<file path="src/sv/q24a_pkg.sv">
`timescale 1ns / 1ps
// ----------------------------------------------------------------------------
// q24a_pkg
// Shared widths, operation codes and the pipeline stage record of the
// Q24.8 fixed-point arithmetic unit.
// ----------------------------------------------------------------------------
package q24a_pkg;

    localparam int DATA_WIDTH = 32;
    localparam int FRAC_BITS  = 8;
    localparam int NUM_W      = DATA_WIDTH + FRAC_BITS;
    localparam int DIV_STEPS  = NUM_W;
    localparam int PROD_W     = 2 * DATA_WIDTH;
    localparam int IN_W       = 4 + 2 * DATA_WIDTH;
    localparam int IN_BYTES_W = ((IN_W + 7) / 8) * 8;
    localparam int OUT_W      = DATA_WIDTH + 5;
    localparam int OUT_BYTES_W = ((OUT_W + 7) / 8) * 8;

    localparam logic [DATA_WIDTH-1:0] MAXV = {1'b0, {(DATA_WIDTH-1){1'b1}}};
    localparam logic [DATA_WIDTH-1:0] MINV = {1'b1, {(DATA_WIDTH-1){1'b0}}};

    typedef enum logic [3:0] {
        OP_ADD      = 4'd0,
        OP_SUB      = 4'd1,
        OP_MUL      = 4'd2,
        OP_DIV      = 4'd3,
        OP_MIN      = 4'd4,
        OP_MAX      = 4'd5,
        OP_INC      = 4'd6,
        OP_DEC      = 4'd7,
        OP_FROM_INT = 4'd8,
        OP_TO_INT   = 4'd9
    } t_op;

    typedef struct packed {
        t_op                   op;
        logic                  lt;
        logic                  eq;
        logic                  gt;
        logic [DATA_WIDTH-1:0] res;
        logic                  ovf;
        logic                  dz;
        logic                  neg;
        logic [DATA_WIDTH-1:0] mag_a;
        logic [DATA_WIDTH-1:0] mag_b;
        logic [PROD_W-1:0]     prod;
        logic [NUM_W-1:0]      num;
        logic [DATA_WIDTH-1:0] rem;
    } t_stage;

    function automatic logic [DATA_WIDTH:0] sat_wide(input logic [DATA_WIDTH:0] s);
        logic [DATA_WIDTH:0] r;
        if (s[DATA_WIDTH] != s[DATA_WIDTH-1]) begin
            r = {1'b1, s[DATA_WIDTH] ? MINV : MAXV};
        end else begin
            r = {1'b0, s[DATA_WIDTH-1:0]};
        end
        return r;
    endfunction

endpackage

</file>
<file path="src/sv/q24a_mul.sv">
`timescale 1ns / 1ps
// ----------------------------------------------------------------------------
// q24a_mul
// Magnitude product stage: one unsigned 32x32 multiply, registered.
// ----------------------------------------------------------------------------
module q24a_mul (
    input  logic             i_clk,
    input  logic             i_rst_n,
    input  logic             i_en,
    input  logic             i_valid,
    input  q24a_pkg::t_stage i_stage,
    output logic             o_valid,
    output q24a_pkg::t_stage o_stage
);
    import q24a_pkg::*;

    logic   r_valid;
    t_stage r_stage;
    t_stage n_stage;

    always_comb begin
        n_stage      = i_stage;
        n_stage.prod = PROD_W'(i_stage.mag_a) * PROD_W'(i_stage.mag_b);
    end

    always_ff @(posedge i_clk) begin
        if (!i_rst_n) begin
            r_valid <= 1'b0;
        end else if (i_en) begin
            r_valid <= i_valid;
        end
    end

    always_ff @(posedge i_clk) begin
        if (i_en) begin
            r_stage <= n_stage;
        end
    end

    assign o_valid = r_valid;
    assign o_stage = r_stage;

endmodule

</file>
<file path="config.mk">
export PLATFORM = sky130hd
export DESIGN_NAME = q24a_mul
export DESIGN_NICKNAME = d
export VERILOG_FILES = /design/src/sv/q24a_pkg.sv /design/src/sv/q24a_mul.sv
export SDC_FILE = /design/constraint.sdc
export NUM_CORES = 2
export LEC_CHECK = 0
export ABC_AREA = 0
export CAP_MARGIN = 20
export CORE_MARGIN = 1.5
export CORE_UTILIZATION = 55
export DETAILED_ROUTE_END_ITERATION = 8
export DONT_BUFFER_PORTS = 1
export GPL_ROUTABILITY_DRIVEN = 0
export GPL_TIMING_DRIVEN = 0
export MAX_ROUTING_LAYER = met4
export PLACE_DENSITY = 0.74
export REMOVE_ABC_BUFFERS = 1
export SETUP_SLACK_MARGIN = 0.3
export SYNTH_ARGS = -nofsm -noshare
export SYNTH_HDL_FRONTEND = slang
export SYNTH_SLANG_ARGS = --single-unit
</file>
<file path="constraint.sdc">
create_clock -name i_clk -period 14.4 [get_ports i_clk]
set_clock_uncertainty 0.1 [all_clocks]
set_input_delay 2.16 -clock i_clk [delete_from_list [all_inputs] [get_ports i_clk]]
set_output_delay 2.16 -clock i_clk [all_outputs]
set_load 0.01 [all_outputs]
</file>
* Word-level counts from Yosys, hierarchy flattened *
Cells that the tools add are included.

storage, ports and cells
  register bits = 243
  bits of input ports = 246
  output and inout port bits = 243
  logic and storage cells = 15

cells by class
  $mul = 1

operators by type and width
  kind                                            count
  32-bit by 32-bit multiplier with 64-bit output  1

* Depth between registers and ports, before layout *
  word-level depth = 1
  mapped depth = 28

* Least setup slack after synthesis *
Ideal clock, no wire load.

  kind = input port to flip-flop
  start point = input port i_stage[192] in the netlist's numbering
  end point = register r_stage (netlist bit o_stage[128]) (data pin)
  setup time = 0.269 ns
  data arrival time = 8.657 ns
  setup slack = 5.374 ns
  stages on the path = 26
  path through = clkbuf_1 -> nand2_1 -> fa_1 -> inv_1 -> fa_1 -> inv_1 -> fa_1 -> inv_1 -> fa_1 -> fa_1 -> fa_1 -> fa_1 -> inv_1 -> fa_1 -> inv_1 -> ha_1 -> clkbuf_1 -> a21o_1 -> a21oi_1 -> o21ai_0 -> a21oi_1 -> o221ai_1 -> a21o_1 -> a2111oi_1 -> o31ai_1 -> xor2_1

RTL lines
  element                 RTL line        text
  start: declaration      q24a_mul.sv:11  input q24a_pkg::t_stage i_stage,
  end signal: assignment  q24a_mul.sv:36  r_stage <= n_stage;
  end: declaration        q24a_mul.sv:18  t_stage r_stage;

==> run metrics <==
Rows=99; PortBufs=0; CP Class=in -> reg; RSZ-0062 raised after global routing=false; most common cell after layout, fill and taps aside=fa_1; Synth Area in Adders=0.524; Synth cell types=58; Routed Antenna Nets=0; Die Wd=274 um; Die Area=75,300 um2; Startpoint Class=input port; Most used DFF post-synth=edfxtp_1; post-synthesis compound-gate area fraction=0.0352; vias in the first global route=29,000; Hold Path Class=reg -> reg; Synth area leaders=fa_1 44%, edfxtp_1 18%, and2_1 9.3%; Synth Register Bits=243; Crit path max-delay family=adder cells; crit path time final=9.45 ns; clock slew at reported path FFs=0.06 ns; H-tree Lvls=1; DRC=0; hold path depth=2; Worst setup EP type=flip-flop; initial antenna violation count=7; cts hold-fix bufs=0; final count of pins violating max slew=0; initial core utilization=0.556; hold_sp=o_valid; clk root buf=clkbuf_16; Worst Hold End=o_valid; crit path cell chain=and2_1 -> fa_1 -> inv_1 -> fa_1 -> fa_1 -> fa_1 -> inv_1 -> fa_1 -> inv_1 -> fa_1 -> inv_1 -> fa_1 -> fa_1 -> ha_1 -> a21o_1 -> a31o_2 -> a221oi_1 -> o21ai_0 -> a32oi_2 -> o41ai_4 -> a21oi_2 -> o21ai_1 -> xor2_1; I/O pins=489; synthesized area=40,500 um2; largest net degree at the start of global routing=244; layout cell share with drive strength beyond 1=0.0142; Overflow after GRT=0; clk_lat worst skew=0.57 ns; drt first pass iters=5; Max-cap violations=0; via/cell ratio=5.60; post-CTS sizing=0; CP max-delay cell=a221oi_1; Setup Buffers After CTS=0; XOR/XNOR Fraction of Synth Area=0.0138; most frequent cells in the layout=896 x fa_1, 865 x inv_1, 600 x and2_1, 474 x nand2_1, 263 x ha_1; Yosys top cell area share=0.442; Mean Syn Cell Area=10.4 um2; Final TNS setup=0 ns; CP max stage delay=0.69 ns; Initial DRC Count=1,796; main combinational cell family by area after synthesis=adder cells; path depth of the worst reg2reg path=2; YS warnings=0; DP HPWL=76.7 mm; post-synth top area cell=fa_1; setup ws final=4.95 ns; CTS tree=done; clock sinks=243; total CTS buffers=26; mux cell area share after synthesis=0.000494; Data required, critical path=14.62 ns; CP arrival=9.67 ns; period utilisation layout=0.656; worst slew pin tran=0.753 ns; Layout area overhead=3.00%; Vias=26,400; first-pass GRT wire length=167 mm; GRT Resource Usage Total=0.301; routed len/inst=22.5 um; sequential element share of the synthesized area=0.180; most used cell, CP=fa_1; Final Hold Fails=0; clk buf depth=3; Cells after Synth=3,910; post-synthesis simple-gate area fraction=0.147; fraction of registers with async set/reset=0; endpoints failing setup=0; status=completed; Reg2Reg Setup Slack=13.67 ns; crit path max fanout=33; Core Region=73,000 um2; final wirelength=106 mm; relative slew slack=0.498; r2r endpoint=o_valid; Achievable Freq=106 MHz; Post-synth EDFFs=242; R2R Path Start=o_valid; pre-CTS setup slack=4.42 ns; Bufs and invs on worst path=4; fin nets=5,129; Die Y=274 um
## cell type report
cell class | instances | area [um2]
multi-input cells | 2588 | 29200
inverters | 865 | 3250
diodes | 5 | 12.5
clock inverters | 12 | 125
well taps | 959 | 1200
clock buffers | 31 | 691
fillers | 6053 | 31200
flip-flops and latches | 243 | 7290
## cells by family after synthesis
| group | count (synthesis) |
|---|---|
| XOR/XNOR | 64 |
| multiplexers | 2 |
| flip-flops | 243 |
| buffers and inverters | 1079 |
| adder cells (fa/ha/maj) | 1159 |
| AND/OR/NAND/NOR | 1153 |
| AO/OA/AOI/OAI | 210 |
## synth_stat cells, drive strengths merged, types with 8 or more instances
| cell type | count |
|---|---|
| fa | 896 |
| inv | 865 |
| and2 | 600 |
| nand2 | 475 |
| ha | 263 |
| edfxtp | 242 |
| clkbuf | 208 |
| a21oi | 61 |
| a21o | 41 |
| o21ai | 39 |
| xnor2 | 33 |
| xor2 | 31 |
| nor2 | 24 |
| nand4 | 15 |
| o21bai | 14 |
| a31oi | 13 |
| nand3 | 9 |
| nor3 | 8 |
## flip-flops by register name (all words and copies together) (netlist names)
register,count
o_valid,1
o_stage,242
## worst min-delay path: stages, from the launching register on
cell and delay, ns:
dfxtp_1 0.34, mux2i_1 0.13, nor2b_1 0.05
## routing by layer
layer,track usage,vias to the layer above,routed length (um),share of wire
met5,-,-,0,0
met1,0.376,13700,40800,0.39
li1,-,11200,-,-
met3,0.0531,197,8730,0.083
met4,0.103,0,3380,0.032
met2,0.495,1227,52800,0.50
## metrics by stage
step | hold WS, ns | std cells | util | instance area (um2)
after floorplan | 0.438 | 3696 | - | 39700
after global placement | 0.455 | 4655 | 0.561 | 40900
after detailed placement | 0.461 | 4655 | 0.561 | 40900
after CTS | 0.470 | 4698 | 0.572 | 41700
after global routing | 0.498 | 4702 | 0.572 | 41800
final | 0.466 | 4703 | 0.572 | 41800
## worst max path at each step
stage / cells past startpoint / end / slack [ns] / startpoint
after global placement: 23 / o_stage[129] / 4.49 / i_stage[184]
after CTS: 22 / o_stage[127] / 5.03 / i_stage[184]
after detailed placement: 22 / o_stage[127] / 4.42 / i_stage[184]
after floorplan: 22 / o_stage[115] / 5.62 / i_stage[184]
after global routing: 23 / o_stage[129] / 4.69 / i_stage[184]
final: 23 / o_stage[129] / 4.95 / i_stage[184]
Power is not shown: default switching activity piles up to over one toggle a cycle in this logic, so the estimate is an artifact.
