<file path="src/sv/q24a_pkg.sv">
`timescale 1ns / 1ps
// ----------------------------------------------------------------------------
// q24a_pkg
// Shared widths, operation codes and the pipeline stage record of the
// Q24.8 fixed-point arithmetic unit.
// ----------------------------------------------------------------------------
package q24a_pkg;

    localparam int DATA_WIDTH = 32;
    localparam int FRAC_BITS  = 8;
    localparam int NUM_W      = DATA_WIDTH + FRAC_BITS;
    localparam int DIV_STEPS  = NUM_W;
    localparam int PROD_W     = 2 * DATA_WIDTH;
    localparam int IN_W       = 4 + 2 * DATA_WIDTH;
    localparam int IN_BYTES_W = ((IN_W + 7) / 8) * 8;
    localparam int OUT_W      = DATA_WIDTH + 5;
    localparam int OUT_BYTES_W = ((OUT_W + 7) / 8) * 8;

    localparam logic [DATA_WIDTH-1:0] MAXV = {1'b0, {(DATA_WIDTH-1){1'b1}}};
    localparam logic [DATA_WIDTH-1:0] MINV = {1'b1, {(DATA_WIDTH-1){1'b0}}};

    typedef enum logic [3:0] {
        OP_ADD      = 4'd0,
        OP_SUB      = 4'd1,
        OP_MUL      = 4'd2,
        OP_DIV      = 4'd3,
        OP_MIN      = 4'd4,
        OP_MAX      = 4'd5,
        OP_INC      = 4'd6,
        OP_DEC      = 4'd7,
        OP_FROM_INT = 4'd8,
        OP_TO_INT   = 4'd9
    } t_op;

    typedef struct packed {
        t_op                   op;
        logic                  lt;
        logic                  eq;
        logic                  gt;
        logic [DATA_WIDTH-1:0] res;
        logic                  ovf;
        logic                  dz;
        logic                  neg;
        logic [DATA_WIDTH-1:0] mag_a;
        logic [DATA_WIDTH-1:0] mag_b;
        logic [PROD_W-1:0]     prod;
        logic [NUM_W-1:0]      num;
        logic [DATA_WIDTH-1:0] rem;
    } t_stage;

    function automatic logic [DATA_WIDTH:0] sat_wide(input logic [DATA_WIDTH:0] s);
        logic [DATA_WIDTH:0] r;
        if (s[DATA_WIDTH] != s[DATA_WIDTH-1]) begin
            r = {1'b1, s[DATA_WIDTH] ? MINV : MAXV};
        end else begin
            r = {1'b0, s[DATA_WIDTH-1:0]};
        end
        return r;
    endfunction

endpackage

</file>
<file path="src/sv/q24a_div_step.sv">
`timescale 1ns / 1ps
// ----------------------------------------------------------------------------
// q24a_div_step
// One restoring division step: shift in a numerator bit, trial subtract,
// shift the quotient bit in, registered.
// ----------------------------------------------------------------------------
module q24a_div_step (
    input  logic             i_clk,
    input  logic             i_rst_n,
    input  logic             i_en,
    input  logic             i_valid,
    input  q24a_pkg::t_stage i_stage,
    output logic             o_valid,
    output q24a_pkg::t_stage o_stage
);
    import q24a_pkg::*;

    logic                r_valid;
    t_stage              r_stage;
    t_stage              n_stage;
    logic [DATA_WIDTH:0] trial;
    logic                ge;

    always_comb begin
        trial       = {i_stage.rem, i_stage.num[NUM_W-1]};
        ge          = trial >= {1'b0, i_stage.mag_b};
        n_stage     = i_stage;
        n_stage.rem = ge ? DATA_WIDTH'(trial - {1'b0, i_stage.mag_b})
                         : trial[DATA_WIDTH-1:0];
        n_stage.num = {i_stage.num[NUM_W-2:0], ge};
    end

    always_ff @(posedge i_clk) begin
        if (!i_rst_n) begin
            r_valid <= 1'b0;
        end else if (i_en) begin
            r_valid <= i_valid;
        end
    end

    always_ff @(posedge i_clk) begin
        if (i_en) begin
            r_stage <= n_stage;
        end
    end

    assign o_valid = r_valid;
    assign o_stage = r_stage;

endmodule

</file>
<file path="config.mk">
export PLATFORM = sky130hd
export DESIGN_NAME = q24a_div_step
export DESIGN_NICKNAME = d
export VERILOG_FILES = /design/src/sv/q24a_pkg.sv /design/src/sv/q24a_div_step.sv
export SDC_FILE = /design/constraint.sdc
export NUM_CORES = 1
export LEC_CHECK = 0
export ABC_AREA = 1
export BUFFER_PORTS_ARGS = -buffer_cell sky130_fd_sc_hd__buf_2
export CORE_MARGIN = 10
export CORE_UTILIZATION = 35
export CTS_BUF_LIST = sky130_fd_sc_hd__clkbuf_8
export DETAILED_ROUTE_END_ITERATION = 6
export GPL_TIMING_DRIVEN = 0
export HOLD_SLACK_MARGIN = 0.1
export PLACE_DENSITY = 0.72
export SYNTH_ARGS = -nofsm -noshare
export SYNTH_HDL_FRONTEND = slang
export SYNTH_SLANG_ARGS = --single-unit
</file>
<file path="constraint.sdc">
create_clock -name i_clk -period 1.87 [get_ports i_clk]
set_clock_uncertainty 0.05 [all_clocks]
set_input_delay 0.2805 -clock i_clk [delete_from_list [all_inputs] [get_ports i_clk]]
set_output_delay 0.2805 -clock i_clk [all_outputs]
set_load 0.02 [all_outputs]
</file>
Word-level counts from Yosys, hierarchy flattened. Cells that the tools add are included.

Add/subtract/negate cells: 1. Mux-type cells: 1. $lt $le $gt $ge: 1.

Operator list (count): $ge 33x32->1 (1); $mux 32 (1); $sub 32x32->32 (1).

Logic and storage cells: 17. Input bits: 246. Bits in registers: 243. Output and inout bits: 243.

Logic depth before layout (Yosys ltp). Gate-level depths: netlist of the first run.

Depth after elaboration: 2. Depth in mapped cells: 16. Depth with buffers taken out: 14.

Worst setup path after synthesis of the first run. No wires, ideal clock.

Kind: in2reg. Start: input i_stage[71] (netlist bit). End: register r_stage (netlist bit o_stage[16]), data pin. Path buffers: 0. Library setup time: 0.252 ns. Stages on the path: 13. Setup slack: -0.075 ns. Arrival: 1.643 ns. Data required time: 1.568 ns. Path through: inv_1 -> ha_1 -> fa_1 -> inv_1 -> nand3_1 -> nand3_1 -> nand2_1 -> nand3_1 -> nand3_1 -> nand2_1 -> nand2_1 -> nand3_2 -> nand2_1.

RTL lines: start, declared (line q24a_div_step.sv:12) `input q24a_pkg::t_stage i_stage,`; end signal, assigned (line q24a_div_step.sv:43) `r_stage <= n_stage;`; end, declared (line q24a_div_step.sv:19) `t_stage r_stage;`.

==> results of run 1 <==
flip-flops by register name, summed over array words and instances (netlist names):
name and flops:
o_valid 1, o_stage 242
stage by stage:
stage                     power (uW)  cells
after floorplan                 8250    893
after CTS                      14300   2087
after detailed placement        9520   1773
after global routing           14800   2096
final                          14200   2100
after global placement          9500   1771
routing by layer:
metal,GRT usage,up-vias,part of all wire
met3,0.0616,89,0.081
met4,0.0960,6,0.040
li1,-,4530,-
met1,0.256,4587,0.37
met2,0.412,418,0.51
met5,0,-,0.00088
what timing repair did:
action / in CTS / in global routing
endpoints found under the hold margin: 242 / 0
resized for setup: 0 / 17
buffers inserted: 0 / 1
endpoints found under the setup margin: 0 / 30
hold buffers: 243 / 0
area by class of cell:
type,instances,area [um^2]
well taps,390,488
clock buffers,43,592
diodes,12,30.0
plain buffers,10,95.1
clock inverters,28,120
flip-flops and latches,243,7290
inverters,151,567
fillers,2455,12800
multi-input cells,489,2680
repair buffers,734,4950
power groups by stage:
| stage | registers (uW) | clock network (uW) | logic (uW) |
|---|---|---|---|
| 5_1_grt | 6730 | 4690 | 3420 |
| 6_report | 6690 | 4320 | 3210 |
| 2_1_floorplan | 7430 | 0 | 819 |
| 4_1_cts | 6680 | 4400 | 3180 |
| 3_3_place_gp | 6810 | 0 | 2690 |
| 3_5_place_dp | 6780 | 0 | 2740 |
cell families after synthesis:
logic type | count (synthesis) | share of synthesized area
and+or+nand+nor | 415 | 0.176
xor gates and xnor gates | 14 | 0.0117
DFF | 243 | 0.697
AOI/OAI and AO/OA | 27 | 0.0134
adders and majority gates | 33 | 0.0402
buffers and inverters | 161 | 0.0624
cell usage in the layout, fill, tap and decap left out, types with 11 or more instances in the layout:
cell / instances
sky130_fd_sc_hd__nand3_1: 55
sky130_fd_sc_hd__dlygate4sd3_1: 243
sky130_fd_sc_hd__edfxtp_1: 242
sky130_fd_sc_hd__nand3b_1: 11
sky130_fd_sc_hd__nor2_1: 27
sky130_fd_sc_hd__diode_2: 12
sky130_fd_sc_hd__nand3_2: 11
sky130_fd_sc_hd__clkbuf_8: 43
sky130_fd_sc_hd__ha_1: 21
sky130_fd_sc_hd__xor2_1: 13
sky130_fd_sc_hd__buf_2: 492
sky130_fd_sc_hd__inv_1: 161
sky130_fd_sc_hd__nand2_1: 270
sky130_fd_sc_hd__a21oi_1: 21
sky130_fd_sc_hd__clkinv_1: 11
worst paths after layout:
kind                     start            to  slack, ns  cells after the start
setup / recovery  i_stage[156]   o_stage[10]       0.10                     13
hold / removal            i_en  o_stage[207]       0.16                      1
setup reg to reg       o_valid       o_valid       0.60                      3
hold reg to reg        o_valid       o_valid       1.08                      3
==> impl_summary.md, run 1 <==
Timing
The smallest hold slack is about 0.16 ns. The actual transition at the worst max-transition pin is 0.569 ns. For the final routed database, the setup TNS stands at 0 ns. The final number of max-transition violations was 0. The setup violation total in the final timing report is 0. Headroom to the max-slew limit came out at 0.621. The maximum operating frequency is roughly 570 MHz.

The number of hold violations in the final report is 0. The shortest period the worst path allows is ~1.8 ns. Setup slack closes at between 0.1 and 0.15 ns.

In the finished design, the share of the clock period the worst path needs comes to 0.946.

Clocking
The tree is rooted in a sky130_fd_sc_hd__clkbuf_8. The number of sinks on the clock net is roughly 240. The maximum count of clock buffers along a single path is 3. The H-tree generated during clock tree synthesis spans 2 levels. The CTS buffer count is 43. For the worst-skew pair, the clock arrives at the later sink with an insertion delay of about 0.53 ns. The clock transition at the register clock pins on the worst setup and hold paths after CTS is approximately 0.060 ns.

TritonCTS built the clock tree.

Global route
The number of antenna violations at the first check in global routing is 11. Entering global routing, the biggest net connects approximately 100 pins. For this run the aggregate overflow at the end of global routing stands at 0. Across every metal layer, demand over resource in global routing totals 0.232. The first global-routing pass estimated about 64,000 um of wire. The number of global-route vias before repair was slightly below 10,000.

Critical path
STA classifies the critical path endpoint as a flip-flop. The critical path launch point type is an input port. The largest single stage delay on the critical path is 0.36 ns. STA puts the critical path data required time at 2.12 ns. For this design, the slowest cell found on the critical path is sky130_fd_sc_hd__ha_1.

For the worst setup path, the data arrival time is between 2 and 2.5 ns. The classification of the worst setup path is in2reg. Of all nets on the critical path, the largest fanout is 10. The cell class contributing the biggest share of worst-path delay is simple AND/OR/NAND/NOR gates. The number of buffer and inverter stages on the critical path is 3. The most numerous cell type found on the critical path is sky130_fd_sc_hd__nand2_1. Traced cell by cell, the critical path runs through buf_2 > inv_1 > ha_1 > nand2_1 > nor2_2 > nand2_1 > nor2_2 > nand2_1 > nand2_1 > nor2_4 > buf_2 > nand3_1 > nand2_1.

Floorplanning
The initialized floorplan defines 63 standard-cell rows. a little under 500 I/O pins were placed. The overall die area is around 37,000 um^2. In this run the standard cell core region covers slightly below 30,000 um^2. In this run the horizontal extent of the chip is 193 um. The initial utilization of the core area, before any placement, comes to 0.354.

The floorplan step set the die height to between 150 and 200 um.

Synth
Counting flops with a built-in enable in the synthesized netlist gives ~240. Among all cell types in the netlist, the one instantiated most often is sky130_fd_sc_hd__nand2_1. The share of Yosys cell area claimed by the top area cell type is 0.695. The fraction of registers with async set/reset is 0. After synthesis, the most frequently instantiated cells are sky130_fd_sc_hd__nand2_1 (274), sky130_fd_sc_hd__edfxtp_1 (242), sky130_fd_sc_hd__inv_1 (151). The net count after synthesis is between 1,000 and 1,500. For this run, the number of Yosys warnings is 0. The cell taking the most area after synthesis is sky130_fd_sc_hd__edfxtp_1. The number of synthesized register bits is between 200 and 250.

The most common flop cell mapped by yosys is sky130_fd_sc_hd__edfxtp_1. The mean cell area of the mapped netlist is ~12 um^2. Synthesis instantiated 27 different standard cells from the library. The netlist area before placement is ~10,000 um^2. Ranked by total cell area, the synthesized netlist is headed by sky130_fd_sc_hd__edfxtp_1 (69%), sky130_fd_sc_hd__nand2_1 (9.8%), sky130_fd_sc_hd__inv_1 (5.4%). Of the synthesized area, sequential elements account for 0.697. The number of standard cells after synthesis is ~900.

Power
Across the VDD grid, the largest voltage drop is between 0.4 and 0.5 mV. The analysis attributes to net switching a power of approximately 4300 uW. In this run the static leakage power is a little under 0.008 uW.

The power per unit of standard cell area is ~850 nW/um^2. The proportion of power drawn by flip-flops and latches is 0.471. The portion of total power attributed to the clock network is 0.304.

Of the total power, the share spent switching nets is 0.302. The share of total power dissipated in combinational logic is 0.226. Internal power comes to 9920 uW.

Route
The detailed router placed 9,630 vias in this run. The count of nets left with antenna violations once routing finished came out at 0. The DRC violation count after routing is 0. After detailed routing, the number of vias per cell comes to roughly 4.6. The final layout contains routed wiring with a total length of around 45,000 um. The first detailed-routing pass ran for 5 iterations.

The per-cell routed wire length is ~22 um. For this block, the initial DRC count from the detailed router was 559.

Cells and area
The layout net count is between 1,500 and 2,000. The post-layout utilization of the core is 0.568. The proportion of layout cells with a drive suffix above 1 is 0.353. The finished layout cell area is 16,800 um^2. The signed area change from the synthesized netlist to the final layout is 60.6%.

Placement
Prior to clock tree synthesis, the placed netlist has a worst setup slack of -0.563 ns. At the end of routability-driven placement, the weighted congestion stood at 0.923. The estimated wirelength of the detail-placed design is 33,700 um. Once placement finished, the instance area stood at around 14,000 um^2.

Port buffering added 488 buffers.

Min path
The class of the most critical hold timing path is in2reg.

Flow run
The max-cap violation count is 0.

Status
The run finished with clean final reports.
Power figures use the tool's default switching activity.
==> run 2: changes to the inputs <==
PLACE_DENSITY = 0.65   (was 0.72)
==> run 2 against run 1 <==
Via count shrank 0.38%. Clock power grew 10%. Critical path depth is the same. Final area grew 0.69%. Non-clock buffer count shrank 2. Flip-flop and latch count is the same. Global-route usage shrank 0.24 points. Fmax grew 0.53%. Core utilization grew 0.39 points. Count of clock-buffer cells in the layout shrank 1. Final cell count is essentially flat. Wire length shrank 1.7%.
==> impl_summary.md, run 2 (synthesized netlist as in run 1, its figures left out) <==
Status
The flow ran to the end, and the final reports show no timing, DRC or antenna violations.

Floorplanning
The core box area was 29,600 um^2 (unchanged). The overall die area is 37,200 um^2 (unchanged). The starting utilization of the core area was 0.354 (unchanged).

The height of the chip is 193 um (unchanged). The boundary pin count came to 489 (unchanged). The die boundary width was 193 um (unchanged). The number of placement rows is 63 (unchanged).

Cells and area
The most common library cell in the layout ignoring fill and taps is sky130_fd_sc_hd__buf_2. The finished layout cell area came to 16,900 um^2 (+0.69%). The post-layout utilization of the core is 0.572 (+0.00394). The proportion of layout cells with a drive suffix above 1 came to 0.356 (+0.00353). In the layout the commonest cells are sky130_fd_sc_hd__buf_2 (492), sky130_fd_sc_hd__nand2_1 (270), sky130_fd_sc_hd__dlygate4sd3_1 (243), sky130_fd_sc_hd__edfxtp_1 (242), sky130_fd_sc_hd__inv_1 (159). The signed area change from the synthesized netlist to the final layout is 61.7%. The flip-flop count of the largest register, all copies and words added came to 242 (unchanged). The layout net count is 1,948 (-0.15%).

Clocking
TritonCTS built the clock tree. The number of sinks on the clock net was 243 (unchanged). The clock transition at the register clock pins on the worst setup and hold paths after CTS is 0.06 ns (about the same). The total number of H-tree levels is 2 (unchanged). The number of setup buffers added after CTS is 0 (unchanged).

The maximum count of clock buffers along a single path was 3 (unchanged). The clock network latency to the later pin of the worst-skew pair is 0.55 ns (+0.02 ns). The root buffer cell chosen for the clock tree is sky130_fd_sc_hd__clkbuf_8. The CTS buffer count is 42 (-2.3%).

Route
The overall via count from detail_route is 9,593 (-0.38%). The number of nets still failing antenna checks after routing is 0 (unchanged). The vias per cell is 4.56 (-0.48%). The per-cell routed wire length is 21.2 um (-1.7%). The violation count after the first detailed-routing iteration came to 608 (+8.8%).

The DRC violation count after routing is 0 (unchanged). The routed wire length is 44,700 um (-1.7%). The number of optimization iterations in the first detailed-route pass is 5 (unchanged).

Power
The maximum vdd drop is 0.500 mV (+6.9%). The leakage power is 0.00799 uW (+0.42%). The power per unit of standard cell area is 866 nW/um^2 (+2.3%). The overall power of the completed layout is 14,700 uW (+3.0%).

Timing
The number of hold violations in the final report was 0 (unchanged). The final worst setup slack is 0.110 ns (+0.00933 ns). The actual transition at the worst max-transition pin is 0.950 ns (+0.382 ns). The worst relative slew slack is 0.367 (-0.254). The final cycle utilization of the critical path is 0.941 (-0.00499). The setup violation total in the final timing report came to 0 (unchanged). The maximum operating frequency is 568 MHz (+0.53%). The shortest period the worst path allows is 1.76 ns (-0.00933 ns). The final number of max-transition violations came to 0 (unchanged). The aggregate negative setup slack is 0 ns (unchanged).

Placement
The cell area reported after detailed placement was 13,500 um^2 (-0.20%). The number of buffers added on ports is 488 (unchanged). The estimated wirelength of the detail-placed design is 32,600 um (-3.2%). The placer congestion estimate was 0.915 (-0.88%). The pre-CTS setup slack is -0.586 ns (-0.0226 ns).

Min path
The cell depth of the worst hold path came to 1 (unchanged). The class of the most critical hold timing path is in2reg.

Critical path
STA classifies the critical path endpoint as a flip-flop. The critical path data arrival time is 1.99 ns (-0.03 ns). The worst setup path is launched from an input port. The classification of the worst setup path is in2reg. The maximum net fanout on the critical path is 10 (unchanged). The required time at the worst-slack endpoint came to 2.10 ns (-0.02 ns).

The number of cell instances on the worst register-to-register path is 2 (-1).

Global route
The global-route wire length before repair is 63,300 um (-1.1%). The pin count of the biggest net entering global routing is 127 (+23%). The total track usage is 0.229 (-0.00242). The overall overflow remaining after global route was 0 (unchanged). The number of antenna violations at the first check in global routing is 12 (+1). The number of global-route vias before repair is 9,900 (+2.0%).

Flow run
The max-cap violation count is 0 (unchanged).
[run 2: worst max-delay path, cell delays in order]
cell and delay [ns]:
sky130_fd_sc_hd__buf_2 0.09, sky130_fd_sc_hd__inv_1 0.04, sky130_fd_sc_hd__ha_2 0.36, sky130_fd_sc_hd__nand2_1 0.11
sky130_fd_sc_hd__nor2_2 0.17, sky130_fd_sc_hd__nand2_1 0.12, sky130_fd_sc_hd__nor2_2 0.14, sky130_fd_sc_hd__nand2_1 0.07
sky130_fd_sc_hd__nand2_1 0.10, sky130_fd_sc_hd__nor2_4 0.08, sky130_fd_sc_hd__buf_2 0.20, sky130_fd_sc_hd__nand3_1 0.10
sky130_fd_sc_hd__nand2_1 0.11
[run 2: repair_timing]
item                                    4_1_cts  5_1_grt
endpoints found under the hold margin       242        0
gates resized for setup                       0       22
hold buffers                                243        0
endpoints found under the setup margin        0       30
[run 2: layout make-up]
| type | count | area [um^2] |
|---|---|---|
| antenna | 14 | 35.0 |
| buffer | 10 | 95.1 |
| clock buffer | 42 | 578 |
| clock inverter | 31 | 219 |
| fill | 2474 | 12600 |
| inverter | 151 | 567 |
| multi-input combinational | 489 | 2740 |
| sequential | 243 | 7290 |
| tap | 390 | 488 |
| timing repair buffer | 732 | 4910 |
[run 2: through the flow]
step	cells	hold WS, ns
floorplan	893	0.324
global placement	1771	0.408
detailed placement	1772	0.409
CTS	2088	0.223
global route	2096	0.300
finish	2102	0.222
[run 2: path summary, 6_finish.rpt]
| check | from | to | slack, ns |
|---|---|---|---|
| min | i_en | o_stage[173] | 0.22 |
| min reg2reg | o_valid | o_valid | 0.69 |
| max | i_stage[156] | o_stage[16] | 0.11 |
| max reg2reg | o_valid | o_valid | 0.96 |
[run 2: report_power, final]
part | leakage (uW) | total (uW) | switching (uW) | internal [uW]
clock | 0.000442 | 4770 | 2240 | 2530
sequential | 0.00238 | 6700 | 137 | 6560
combinational | 0.00517 | 3180 | 1950 | 1230
[run 2: per-layer routing]
metal / vias to the layer above / share of wire / GRT usage
met2: 466 / 0.50 / 0.396
li1: 4527 / - / -
met1: 4487 / 0.35 / 0.256
met3: 107 / 0.093 / 0.0618
met5: - / 0.00083 / 0
met4: 6 / 0.053 / 0.115
