`src/sv/q24a_pkg.sv`:
```
`timescale 1ns / 1ps
// ----------------------------------------------------------------------------
// q24a_pkg
// Shared widths, operation codes and the pipeline stage record of the
// Q24.8 fixed-point arithmetic unit.
// ----------------------------------------------------------------------------
package q24a_pkg;

    localparam int DATA_WIDTH = 32;
    localparam int FRAC_BITS  = 8;
    localparam int NUM_W      = DATA_WIDTH + FRAC_BITS;
    localparam int DIV_STEPS  = NUM_W;
    localparam int PROD_W     = 2 * DATA_WIDTH;
    localparam int IN_W       = 4 + 2 * DATA_WIDTH;
    localparam int IN_BYTES_W = ((IN_W + 7) / 8) * 8;
    localparam int OUT_W      = DATA_WIDTH + 5;
    localparam int OUT_BYTES_W = ((OUT_W + 7) / 8) * 8;

    localparam logic [DATA_WIDTH-1:0] MAXV = {1'b0, {(DATA_WIDTH-1){1'b1}}};
    localparam logic [DATA_WIDTH-1:0] MINV = {1'b1, {(DATA_WIDTH-1){1'b0}}};

    typedef enum logic [3:0] {
        OP_ADD      = 4'd0,
        OP_SUB      = 4'd1,
        OP_MUL      = 4'd2,
        OP_DIV      = 4'd3,
        OP_MIN      = 4'd4,
        OP_MAX      = 4'd5,
        OP_INC      = 4'd6,
        OP_DEC      = 4'd7,
        OP_FROM_INT = 4'd8,
        OP_TO_INT   = 4'd9
    } t_op;

    typedef struct packed {
        t_op                   op;
        logic                  lt;
        logic                  eq;
        logic                  gt;
        logic [DATA_WIDTH-1:0] res;
        logic                  ovf;
        logic                  dz;
        logic                  neg;
        logic [DATA_WIDTH-1:0] mag_a;
        logic [DATA_WIDTH-1:0] mag_b;
        logic [PROD_W-1:0]     prod;
        logic [NUM_W-1:0]      num;
        logic [DATA_WIDTH-1:0] rem;
    } t_stage;

    function automatic logic [DATA_WIDTH:0] sat_wide(input logic [DATA_WIDTH:0] s);
        logic [DATA_WIDTH:0] r;
        if (s[DATA_WIDTH] != s[DATA_WIDTH-1]) begin
            r = {1'b1, s[DATA_WIDTH] ? MINV : MAXV};
        end else begin
            r = {1'b0, s[DATA_WIDTH-1:0]};
        end
        return r;
    endfunction

endpackage

```
`src/sv/q24a_back.sv`:
```
`timescale 1ns / 1ps
// ----------------------------------------------------------------------------
// q24a_back
// Output stage: round half away from zero, saturate, pick the result and
// hold it in the output register.
// ----------------------------------------------------------------------------
module q24a_back (
    input  logic                                 i_clk,
    input  logic                                 i_rst_n,
    input  logic                                 i_en,
    input  logic                                 i_valid,
    input  q24a_pkg::t_stage                     i_stage,
    output logic                                 o_valid,
    output logic [q24a_pkg::OUT_BYTES_W-1:0]     o_data
);
    import q24a_pkg::*;

    logic                   r_valid;
    logic [OUT_W-1:0]       r_data;
    logic [OUT_W-1:0]       n_data;
    logic [PROD_W-1:0]      mul_q;
    logic [PROD_W-1:0]      div_q;
    logic [PROD_W-1:0]      q;
    logic [PROD_W-1:0]      lim;
    logic                   rnd;
    logic                   use_q;
    logic                   q_ovf;
    logic [DATA_WIDTH-1:0]  q_res;
    logic [DATA_WIDTH-1:0]  res;
    logic                   ovf;

    always_comb begin
        mul_q = (i_stage.prod + PROD_W'(1 << (FRAC_BITS - 1))) >> FRAC_BITS;
        rnd   = {i_stage.rem, 1'b0} >= {1'b0, i_stage.mag_b};
        div_q = PROD_W'(i_stage.num) + PROD_W'(rnd);
        q     = (i_stage.op == OP_MUL) ? mul_q : div_q;
        lim   = PROD_W'(MAXV) + PROD_W'(i_stage.neg);
        q_ovf = q > lim;
        if (q_ovf) begin
            q_res = i_stage.neg ? MINV : MAXV;
        end else if (i_stage.neg) begin
            q_res = DATA_WIDTH'(0) - q[DATA_WIDTH-1:0];
        end else begin
            q_res = q[DATA_WIDTH-1:0];
        end
        use_q = (i_stage.op == OP_MUL) || ((i_stage.op == OP_DIV) && !i_stage.dz);
        res   = use_q ? q_res : i_stage.res;
        ovf   = use_q ? q_ovf : i_stage.ovf;
        n_data = {i_stage.dz, ovf, i_stage.gt, i_stage.eq, i_stage.lt, res};
    end

    always_ff @(posedge i_clk) begin
        if (!i_rst_n) begin
            r_valid <= 1'b0;
        end else if (i_en) begin
            r_valid <= i_valid;
        end
    end

    always_ff @(posedge i_clk) begin
        if (i_en) begin
            r_data <= n_data;
        end
    end

    assign o_valid = r_valid;
    assign o_data  = {{(OUT_BYTES_W-OUT_W){1'b0}}, r_data};

endmodule

```
`config.mk`:
```
export PLATFORM = sky130hd
export DESIGN_NAME = q24a_back
export DESIGN_NICKNAME = d
export VERILOG_FILES = /design/src/sv/q24a_pkg.sv /design/src/sv/q24a_back.sv
export SDC_FILE = /design/constraint.sdc
export NUM_CORES = 1
export LEC_CHECK = 0
export ABC_AREA = 0
export BUFFER_PORTS_ARGS = -buffer_cell sky130_fd_sc_hd__buf_2
export CORE_AREA = 2 2 172 174
export DETAILED_ROUTE_END_ITERATION = 12
export DIE_AREA = 0 0 174 176
export GPL_ROUTABILITY_DRIVEN = 0
export PLACE_DENSITY = 0.46
export SKIP_LAST_GASP = 1
export SLEW_MARGIN = 15
export SYNTH_ARGS = -nofsm -noshare
export SYNTH_HDL_FRONTEND = slang
export SYNTH_SLANG_ARGS = --single-unit
```
`constraint.sdc`:
```
create_clock -name i_clk -period 7.38 [get_ports i_clk]
set_input_delay 1.476 -clock i_clk [delete_from_list [all_inputs] [get_ports i_clk]]
set_output_delay 1.476 -clock i_clk [all_outputs]
set_load 0.1 [all_outputs]
```
# ---- Yosys cells after proc, flatten, opt, wreduce, memory -nomap -nowiden
# Cells that the tools add are included.
dict set report classes {
  mux 6
  reduce_logical 3
  eq_ne 2
  n_lt_le_gt_ge 2
  add_sub_neg 4
}
# operator count
set op_table {}
lappend op_table {{$mux 32} 4}
lappend op_table {{$add 64x8->64 const B} 1}
lappend op_table {{$gt 56x32->1} 1}
lappend op_table {{$mux 56} 1}
lappend op_table {{$add 40x1->41} 1}
lappend op_table {{$ge 33x32->1} 1}
lappend op_table {{$add 31x1->32 const A} 1}
lappend op_table {{$sub 1x32->32 const A} 1}
lappend op_table {{$eq 4x2->1 const B} 2}
lappend op_table {{$logic_and 1x1->1} 1}
lappend op_table {{$logic_not 1->1} 1}
lappend op_table {{$logic_or 1x1->1} 1}
lappend op_table {{$mux 1} 1}
dict set report word_totals {
  elab_cells 19
  register_bits 38
}

# ---- Longest topological paths before layout
# Gate-level depths: netlist of the first run.
dict set report logic_depth {
  word_depth 7
  ltp_mapped 33
  depth_no_buf 31
}

# ---- Least setup slack after synthesis of the first run
# OpenSTA, ideal clock, no wires.
dict set report synth_timing {
  path_kind {input to register}
  from {input i_stage[154] in the netlist's numbering}
  to {register r_data[18] (data pin)}
  n_path_buf 1
  setup_slack_ps 346
  setup_ps 261
  stages 31
  arrival_ps 6773
  cell_sequence {inv_1 -> ha_1 -> a21o_1 -> a21o_1 -> a21o_1 -> a21o_1 -> a21o_1 -> a21o_1 -> a21oi_1 -> nor3_1 -> a2111oi_0 -> o21ai_0 -> ha_1 -> ha_1 -> nand3_1 -> nor3_1 -> nand2_1 -> xnor2_1 -> mux2_2 -> ha_1 -> a21o_1 -> a21o_1 -> a21oi_1 -> o21ai_0 -> o31a_1 -> o31a_1 -> a31oi_1 -> and2_1 -> buf_6 -> nor2_4 -> o32a_1}
}
dict set report synth_between {
  elab_chain_cells 7
  word_cells_on_any_way 8
}
# item line_no
set synth_rtl {}
lappend synth_rtl {{start: declaration} q24a_back.sv:12} ;# input q24a_pkg::t_stage i_stage,
lappend synth_rtl {{$ge 33x32->1 *} q24a_back.sv:34} ;# rnd = {i_stage.rem, 1'b0} >= {1'b0, i_stage.mag_b};
lappend synth_rtl {{$add 40x1->41 *} q24a_back.sv:35} ;# div_q = PROD_W'(i_stage.num) + PROD_W'(rnd);
lappend synth_rtl {{$mux 56 *} q24a_back.sv:36} ;# q = (i_stage.op == OP_MUL) ? mul_q : div_q;
lappend synth_rtl {{$sub 1x32->32} q24a_back.sv:42} ;# q_res = DATA_WIDTH'(0) - q[DATA_WIDTH-1:0];
lappend synth_rtl {{$mux 32} q24a_back.sv:41} ;# end else if (i_stage.neg) begin
lappend synth_rtl {{$mux 32 *} q24a_back.sv:39} ;# if (q_ovf) begin
lappend synth_rtl {{$mux 32 *} q24a_back.sv:47} ;# res = use_q ? q_res : i_stage.res;
lappend synth_rtl {{net res[18]} q24a_back.sv:29} ;# logic [DATA_WIDTH-1:0] res;
lappend synth_rtl {{end signal: assignment} q24a_back.sv:62} ;# r_data <= n_data;
lappend synth_rtl {{end: declaration} q24a_back.sv:19} ;# logic [OUT_W-1:0] r_data;
# Mark *: on every way through the listed nets, which the timed path passes. The rest lies on a longest branch.
# A chain may end at the register's enable or synchronous reset.

# ---- Final worst setup path of the first run
dict set report layout_timing {
  from {input i_stage[17] in the netlist's numbering}
  to {register r_data[2] (data pin)}
}
# Same word-level chain as after synthesis.

==> results of run 1 <==
## report_power, final
group	internal (mW)	switching [mW]
clock network	0.134	0.0816
registers	0.259	0.00401
logic	0.177	0.352
total	0.569	0.437
## metrics by stage
step | area [um2] | TNS [ns] | power (mW)
2_1_floorplan | 7092 | 0 | 0.6028
3_3_place_gp | 9206 | -3.451 | 0.7857
3_5_place_dp | 9206 | -4.388 | 0.7893
4_1_cts | 9358 | 0 | 1.010
5_1_grt | 9452 | 0 | 1.069
6_report | 9457 | 0 | 1.007
## sequential cells by signal, summed over array words and instances, names as in the netlist
register  flops
o_valid       1
r_data       37
## kinds of logic (layout without fill, tap and decap cells)
kind of cell | count (synthesis) | in the layout | share of synthesized area, %
simple gates | 419 | 419 | 32.50
fa+ha+maj | 67 | 67 | 11.83
buf+inv | 90 | 378 | 5.440
xor+xnor | 70 | 70 | 8.654
other cells | 1 | 6 | 0.05293
compound gates | 210 | 210 | 21.39
mux | 29 | 29 | 4.168
flops | 38 | 38 | 15.97
## what timing repair did
item | CTS | global route
gates resized for setup | 0 | 16
setup endpoints to repair | 0 | 33
hold buffers | 0 | 0
## critical path, delay by kind of cell
| family | cells | cell delay (ns) |
|---|---|---|
| buf+inv | 5 | 0.73 |
| compound gates | 18 | 3.53 |
| simple gates | 5 | 0.51 |
| fa+ha+maj | 3 | 0.83 |
| xor+xnor | 1 | 0.16 |
## worst paths after layout
kind	from	to	slack (ns)	depth (start not counted)
setup / recovery	i_stage[17]	r_data[2]	0.25	32
hold / removal	o_valid	o_valid	0.52	2
setup reg to reg	o_valid	o_valid	6.79	2
hold reg to reg	o_valid	o_valid	0.52	2
## Yosys cell counts (all sizes together), types with 4 or more instances
cell | instances | area, um2
edfxtp | 37 | 1111
o31a | 10 | 87.58
o32a | 4 | 40.04
nor2b | 5 | 31.28
nor2 | 82 | 315.3
o21ai | 40 | 204.0
inv | 48 | 180.2
and3 | 20 | 125.1
o211ai | 8 | 60.06
a311oi | 7 | 61.31
nand4 | 65 | 419.2
nor4b | 4 | 35.03
a211oi | 18 | 155.1
a211o | 4 | 35.03
o31ai | 7 | 52.55
o41ai | 5 | 81.33
mux2 | 4 | 45.04
and2 | 6 | 37.54
nand3 | 62 | 332.8
a21oi | 44 | 235.2
nand2b | 15 | 93.84
or4 | 11 | 90.08
o311ai | 4 | 35.03
mux2i | 25 | 250.2
a21o | 20 | 150.1
xor2 | 33 | 289.0
a2111oi | 4 | 35.03
or3 | 9 | 56.30
nor4 | 21 | 161.4
buf | 18 | 115.1
or2 | 4 | 25.02
o21a | 11 | 82.58
nor3 | 24 | 120.1
xnor2 | 37 | 324.1
a31oi | 9 | 56.30
nand2 | 69 | 266.5
and4 | 7 | 61.31
clkbuf | 23 | 86.33
ha | 67 | 838.3
## final cells by class
cell class | count | area (um2) | share of cell area [%]
well taps | 384 | 480.5 | 5.081
flip-flops and latches | 38 | 1131 | 11.96
inverters | 49 | 183.9 | 1.945
clock inverters | 2 | 12.51 | 0.1323
multi-input cells | 798 | 5648 | 59.72
repair buffers | 321 | 1854 | 19.61
clock buffers | 6 | 138.9 | 1.469
diodes | 3 | 7.507 | 0.07939
## metal layers
layer	global-route usage, %	share of wire [%]
met5	0	0.21
met4	2.521	0.52
met3	2.799	5.7
met2	26.51	46
met1	23.45	48
==> results.md, run 1 <==
* Hold crit path type: flop to flop
* Ys flop type: edfxtp_1
* Final WS setup at 0.2519 ns
* Worst path max stage delay at between 0.3 and 0.4 ns
* Vias in the first global route at approximately 7500
* Core Rows at 62
* CP dominant cell by count: a21o_1
* IO Port Bufs at approximately 240
* Global-route usage over all layers at 16.46%
* Io pins at ~290
* Clk root buf: clkbuf_16
* RSZ-0062 raised after global routing: no
* Fmax achieved at ~0.14 GHz
* Max Buffers Root-to-Sink at 2
* ANT nets after route at 0
* Vias at around 8000
* Flops & latches, synth at 38
* Pwr per Cell Area at 106.4 mW/mm2
* Crit path launch type: input pin
* Clock Latency Late Sink at around 0.28 ns
* Tightest Pin Transition at approximately 0.90 ns
* CTS tree: done
* First-pass GRT wire length at roughly 40000 um
* Period utilisation layout at 96.59%
* # fillers at around 3200
* Sink Count at 38
* Pre-CTS setup slack at -0.2356 ns
* Synth warnings at 0
* Relative slew margins at 39.68%
* Clk slew on worst S/H paths at ~0.060 ns
* Area grow syn2layout at 33.49%
* Die H at ~180 um
* Post-Synthesis Cells at approximately 900
* WL/cell at 16.63 um
* Post-route insts no fill at approximately 1600
* Initial DRT Pass Iterations at 5
* Post-Route WL at around 27000 um
* Via-per-instance ratio at about 5.0
* Crit Path Category: input pin to flop
* Post-Place Cells at approximately 1600
* Fin. Hold Viols at 0
* Seq/Total Area, Yosys at about 16%
* Mapped Area at around 0.0071 mm2
* Mean Syn Cell Area at roughly 7.7 um2
* CP Data Arrival Time at ~7.2 ns
* Die area at 0.03062 mm2
* Largest net degree at the start of global routing at 39
* Post-Route Utilization at around a third
* Most frequent cells in the layout: 244 x buf_2, 80 x nor2_1, 73 x buf_4
* Final setup violation count at 0
* Post-Route Skew at 0 ns
* Gr ovfl total at 0
* Initial antenna violation count at 7
* Htree depth at 2
* HPWL after DPL at around 22000 um
* Fin. max-slew vios at 0
* DRT iter0 DRCs at roughly 700
* Crit Path Max Fanout at 7
* Inserted Clock Buffers at 5
* Max Cap Violations at 0
* Die Wd at 174 um
* Worst EP required at 7.48 ns
* Core Area at between 0.02 and 0.03 mm2
* CP max stage cell: o31a_1
* Residual DRC at 0
* Ratio of cells with drive above 1 in the final layout at 31.22%
* CP Capture Type: flop
* Commonest non-fill, non-tap cell in the layout: buf_2
* Initial Utilization at roughly a quarter
* Hold Slack at approximately 0.52 ns
* Setup bufs post-CTS at 0
* Unique cell type count in the Yosys netlist at just under 80
* Status: finished clean
* Peak VDD IR at ~0.091 mV
* Tmin final at approximately 7 ns
* Asr flop ratio synth at 0%
* Post-synth EDFFs at 37
* # nets final at roughly 1500
* Leak pwr at between 4 and 5 nW
(Power assumes the default switching activity.)
==> run 2: changes to the inputs <==
--- a/config.mk
+++ b/config.mk
@@ -7,11 +7,11 @@
 export LEC_CHECK = 0
 export ABC_AREA = 0
 export BUFFER_PORTS_ARGS = -buffer_cell sky130_fd_sc_hd__buf_2
-export CORE_AREA = 2 2 172 174
+export CORE_AREA = 2 2 135 137
 export DETAILED_ROUTE_END_ITERATION = 12
-export DIE_AREA = 0 0 174 176
+export DIE_AREA = 0 0 137 139
 export GPL_ROUTABILITY_DRIVEN = 0
-export PLACE_DENSITY = 0.46
+export PLACE_DENSITY = 0.69
 export SKIP_LAST_GASP = 1
 export SLEW_MARGIN = 15
 export SYNTH_ARGS = -nofsm -noshare
==> run 2 against run 1 <==
Fmax increased by 0.50%. Non-clock buffer count decreased by 12. Count of clock-buffer cells in the layout decreased by 1. Utilization rose by 19 points. Critical endpoint is now r_data[28].
==> results.md, run 2 (synthesized netlist as in run 1, its figures left out) <==
* # nets final at 1514
* Vias at between 8000 and 9000
* Clock Latency Late Sink at approximately 0.28 ns
* Worst path max stage delay at 0.37 ns
* Fin. max-slew vios at 0
* Post-Route WL at approximately 23000 um
* Max Buffers Root-to-Sink at 2
* Gr ovfl total at 0
* Leak pwr at 4.061 nW
* Die area at between 0.015 and 0.02 mm2
* Pwr per Cell Area at between 100 and 150 mW/mm2
* DRT iter0 DRCs at 567
* Final WS setup at 0.2876 ns
* WL/cell at between 15 and 20 um
* Core Area at 0.01766 mm2
* Vias in the first global route at 7356
* Fin. Hold Viols at 0
* Inserted Clock Buffers at 5
* Crit path launch type: input pin
* Initial DRT Pass Iterations at 5
* Via-per-instance ratio at around 5.6
* Die H at between 100 and 150 um
* Post-Place Cells at around 1400
* Hold wc startpoint: o_valid
* Worst EP required at about 7.4 ns
* Largest net degree at the start of global routing at 39
* Sink Count at 38
* Fmax achieved at between 0.1 and 0.15 GHz
* Tightest Pin Transition at a little over 0.9 ns
* Number of flip-flops in the largest register at 37
* Peak VDD IR at roughly 0.16 mV
* HPWL after DPL at between 15000 and 20000 um
* Post-route insts no fill at ~1400
* Clk root buf: clkbuf_16
* Initial Utilization at 40.12%
* Biggest register: r_data
* Htree depth at 2
* Core Rows at slightly below 50
* Final setup violation count at 0
* Crit Path Category: input pin to flop
* Crit Path Max Fanout at 7
* CP startpoint: i_stage[0]
* Initial antenna violation count at 3
* CP Capture Type: flop
* IO Port Bufs at about 240
* Post-CTS Hold Buffers at 0
* Status: finished clean
* Max Cap Violations at 0
* CTS tree: done
* Area grow syn2layout at 28.93%
* ANT nets after route at 0
* Clk slew on worst S/H paths at approximately 0.060 ns
* Io pins at about 290
* CP dominant cell by count: o21a_1
* Setup TNS at 0 ns
* CP max stage cell: o32a_1
* Pre-CTS setup slack at -0.08337 ns
* Residual DRC at 0
* Hold crit path type: flop to flop
* Post-Route Skew at 0 ns
* First-pass GRT wire length at ~36000 um
* Tmin final at about 7 ns
* Global-route usage over all layers at about 23%
* Ratio of cells with drive above 1 in the final layout at 30.03%
* Die Wd at between 100 and 150 um
* Worst r2r src: o_valid
* Commonest non-fill, non-tap cell in the layout: buf_2
* Post-Route Utilization at roughly 52%
* Most frequent cells in the layout: 244 x buf_2, 79 x nor2_1, 67 x ha_1
* Relative slew margins at 39.15%
* Period utilisation layout at a little over nine tenths
* CP Data Arrival Time at between 7 and 8 ns
==> run 2: critical path: cells and delay by family <==
kind | cells | cell delay [ns]
AO/OA/AOI/OAI | 15 | 2.91
XOR/XNOR | 1 | 0.07
adder cells (fa/ha/maj) | 4 | 1.04
buffers and inverters | 4 | 0.54
multiplexers | 1 | 0.25
AND/OR/NAND/NOR | 6 | 0.82
==> run 2: what timing repair did <==
item,in CTS,in global routing
resized for setup,0,11
endpoints found under the setup margin,0,33
hold endpoints to repair,0,0
buffers inserted,0,0
==> run 2: stage by stage <==
stage               hold slack, ns  instance area [um2]  power (mW)
finish                      0.5147                 9134       1.018
global placement            0.4958                 8917      0.7680
floorplan                   0.9807                 7092      0.6028
CTS                         0.5235                 9082       1.016
global route                0.5578                 9131       1.078
detailed placement          0.5063                 8917      0.7752
==> run 2: final timing paths <==
check               endpoint  slack, ns  depth (start not counted)
hold / removal       o_valid       0.51                          2
setup reg to reg     o_valid       6.79                          2
hold reg to reg      o_valid       0.51                          2
setup / recovery  r_data[28]       0.29                         31
==> run 2: where the power goes <==
| part | internal (mW) | leakage, nW | total, mW | switching [mW] |
|---|---|---|---|---|
| Sequential | 0.259 | 0.371 | 0.263 | 0.00409 |
| Clock | 0.158 | 0.0836 | 0.238 | 0.0801 |
| Combinational | 0.172 | 3.61 | 0.517 | 0.344 |
| Total | 0.589 | 4.06 | 1.02 | 0.429 |
==> run 2: area by class of cell <==
class	count	area (um2)
antenna	2	5.005
clock buffer	5	125.1
clock inverter	3	40.04
fill	1797	8523
inverter	49	183.9
multi-input combinational	798	5628
sequential	38	1131
tap	229	286.5
timing repair buffer	309	1734
==> run 2: metal layers <==
| layer | wire length (um) | track usage [%] | vias to the layer above |
|---|---|---|---|
| met5 | 11 | 0 | - |
| met3 | 1769 | 3.070 | 36 |
| met2 | 10340 | 37.23 | 326 |
| li1 | - | - | 4087 |
| met1 | 10100 | 31.42 | 3638 |
| met4 | 511 | 7.216 | 2 |
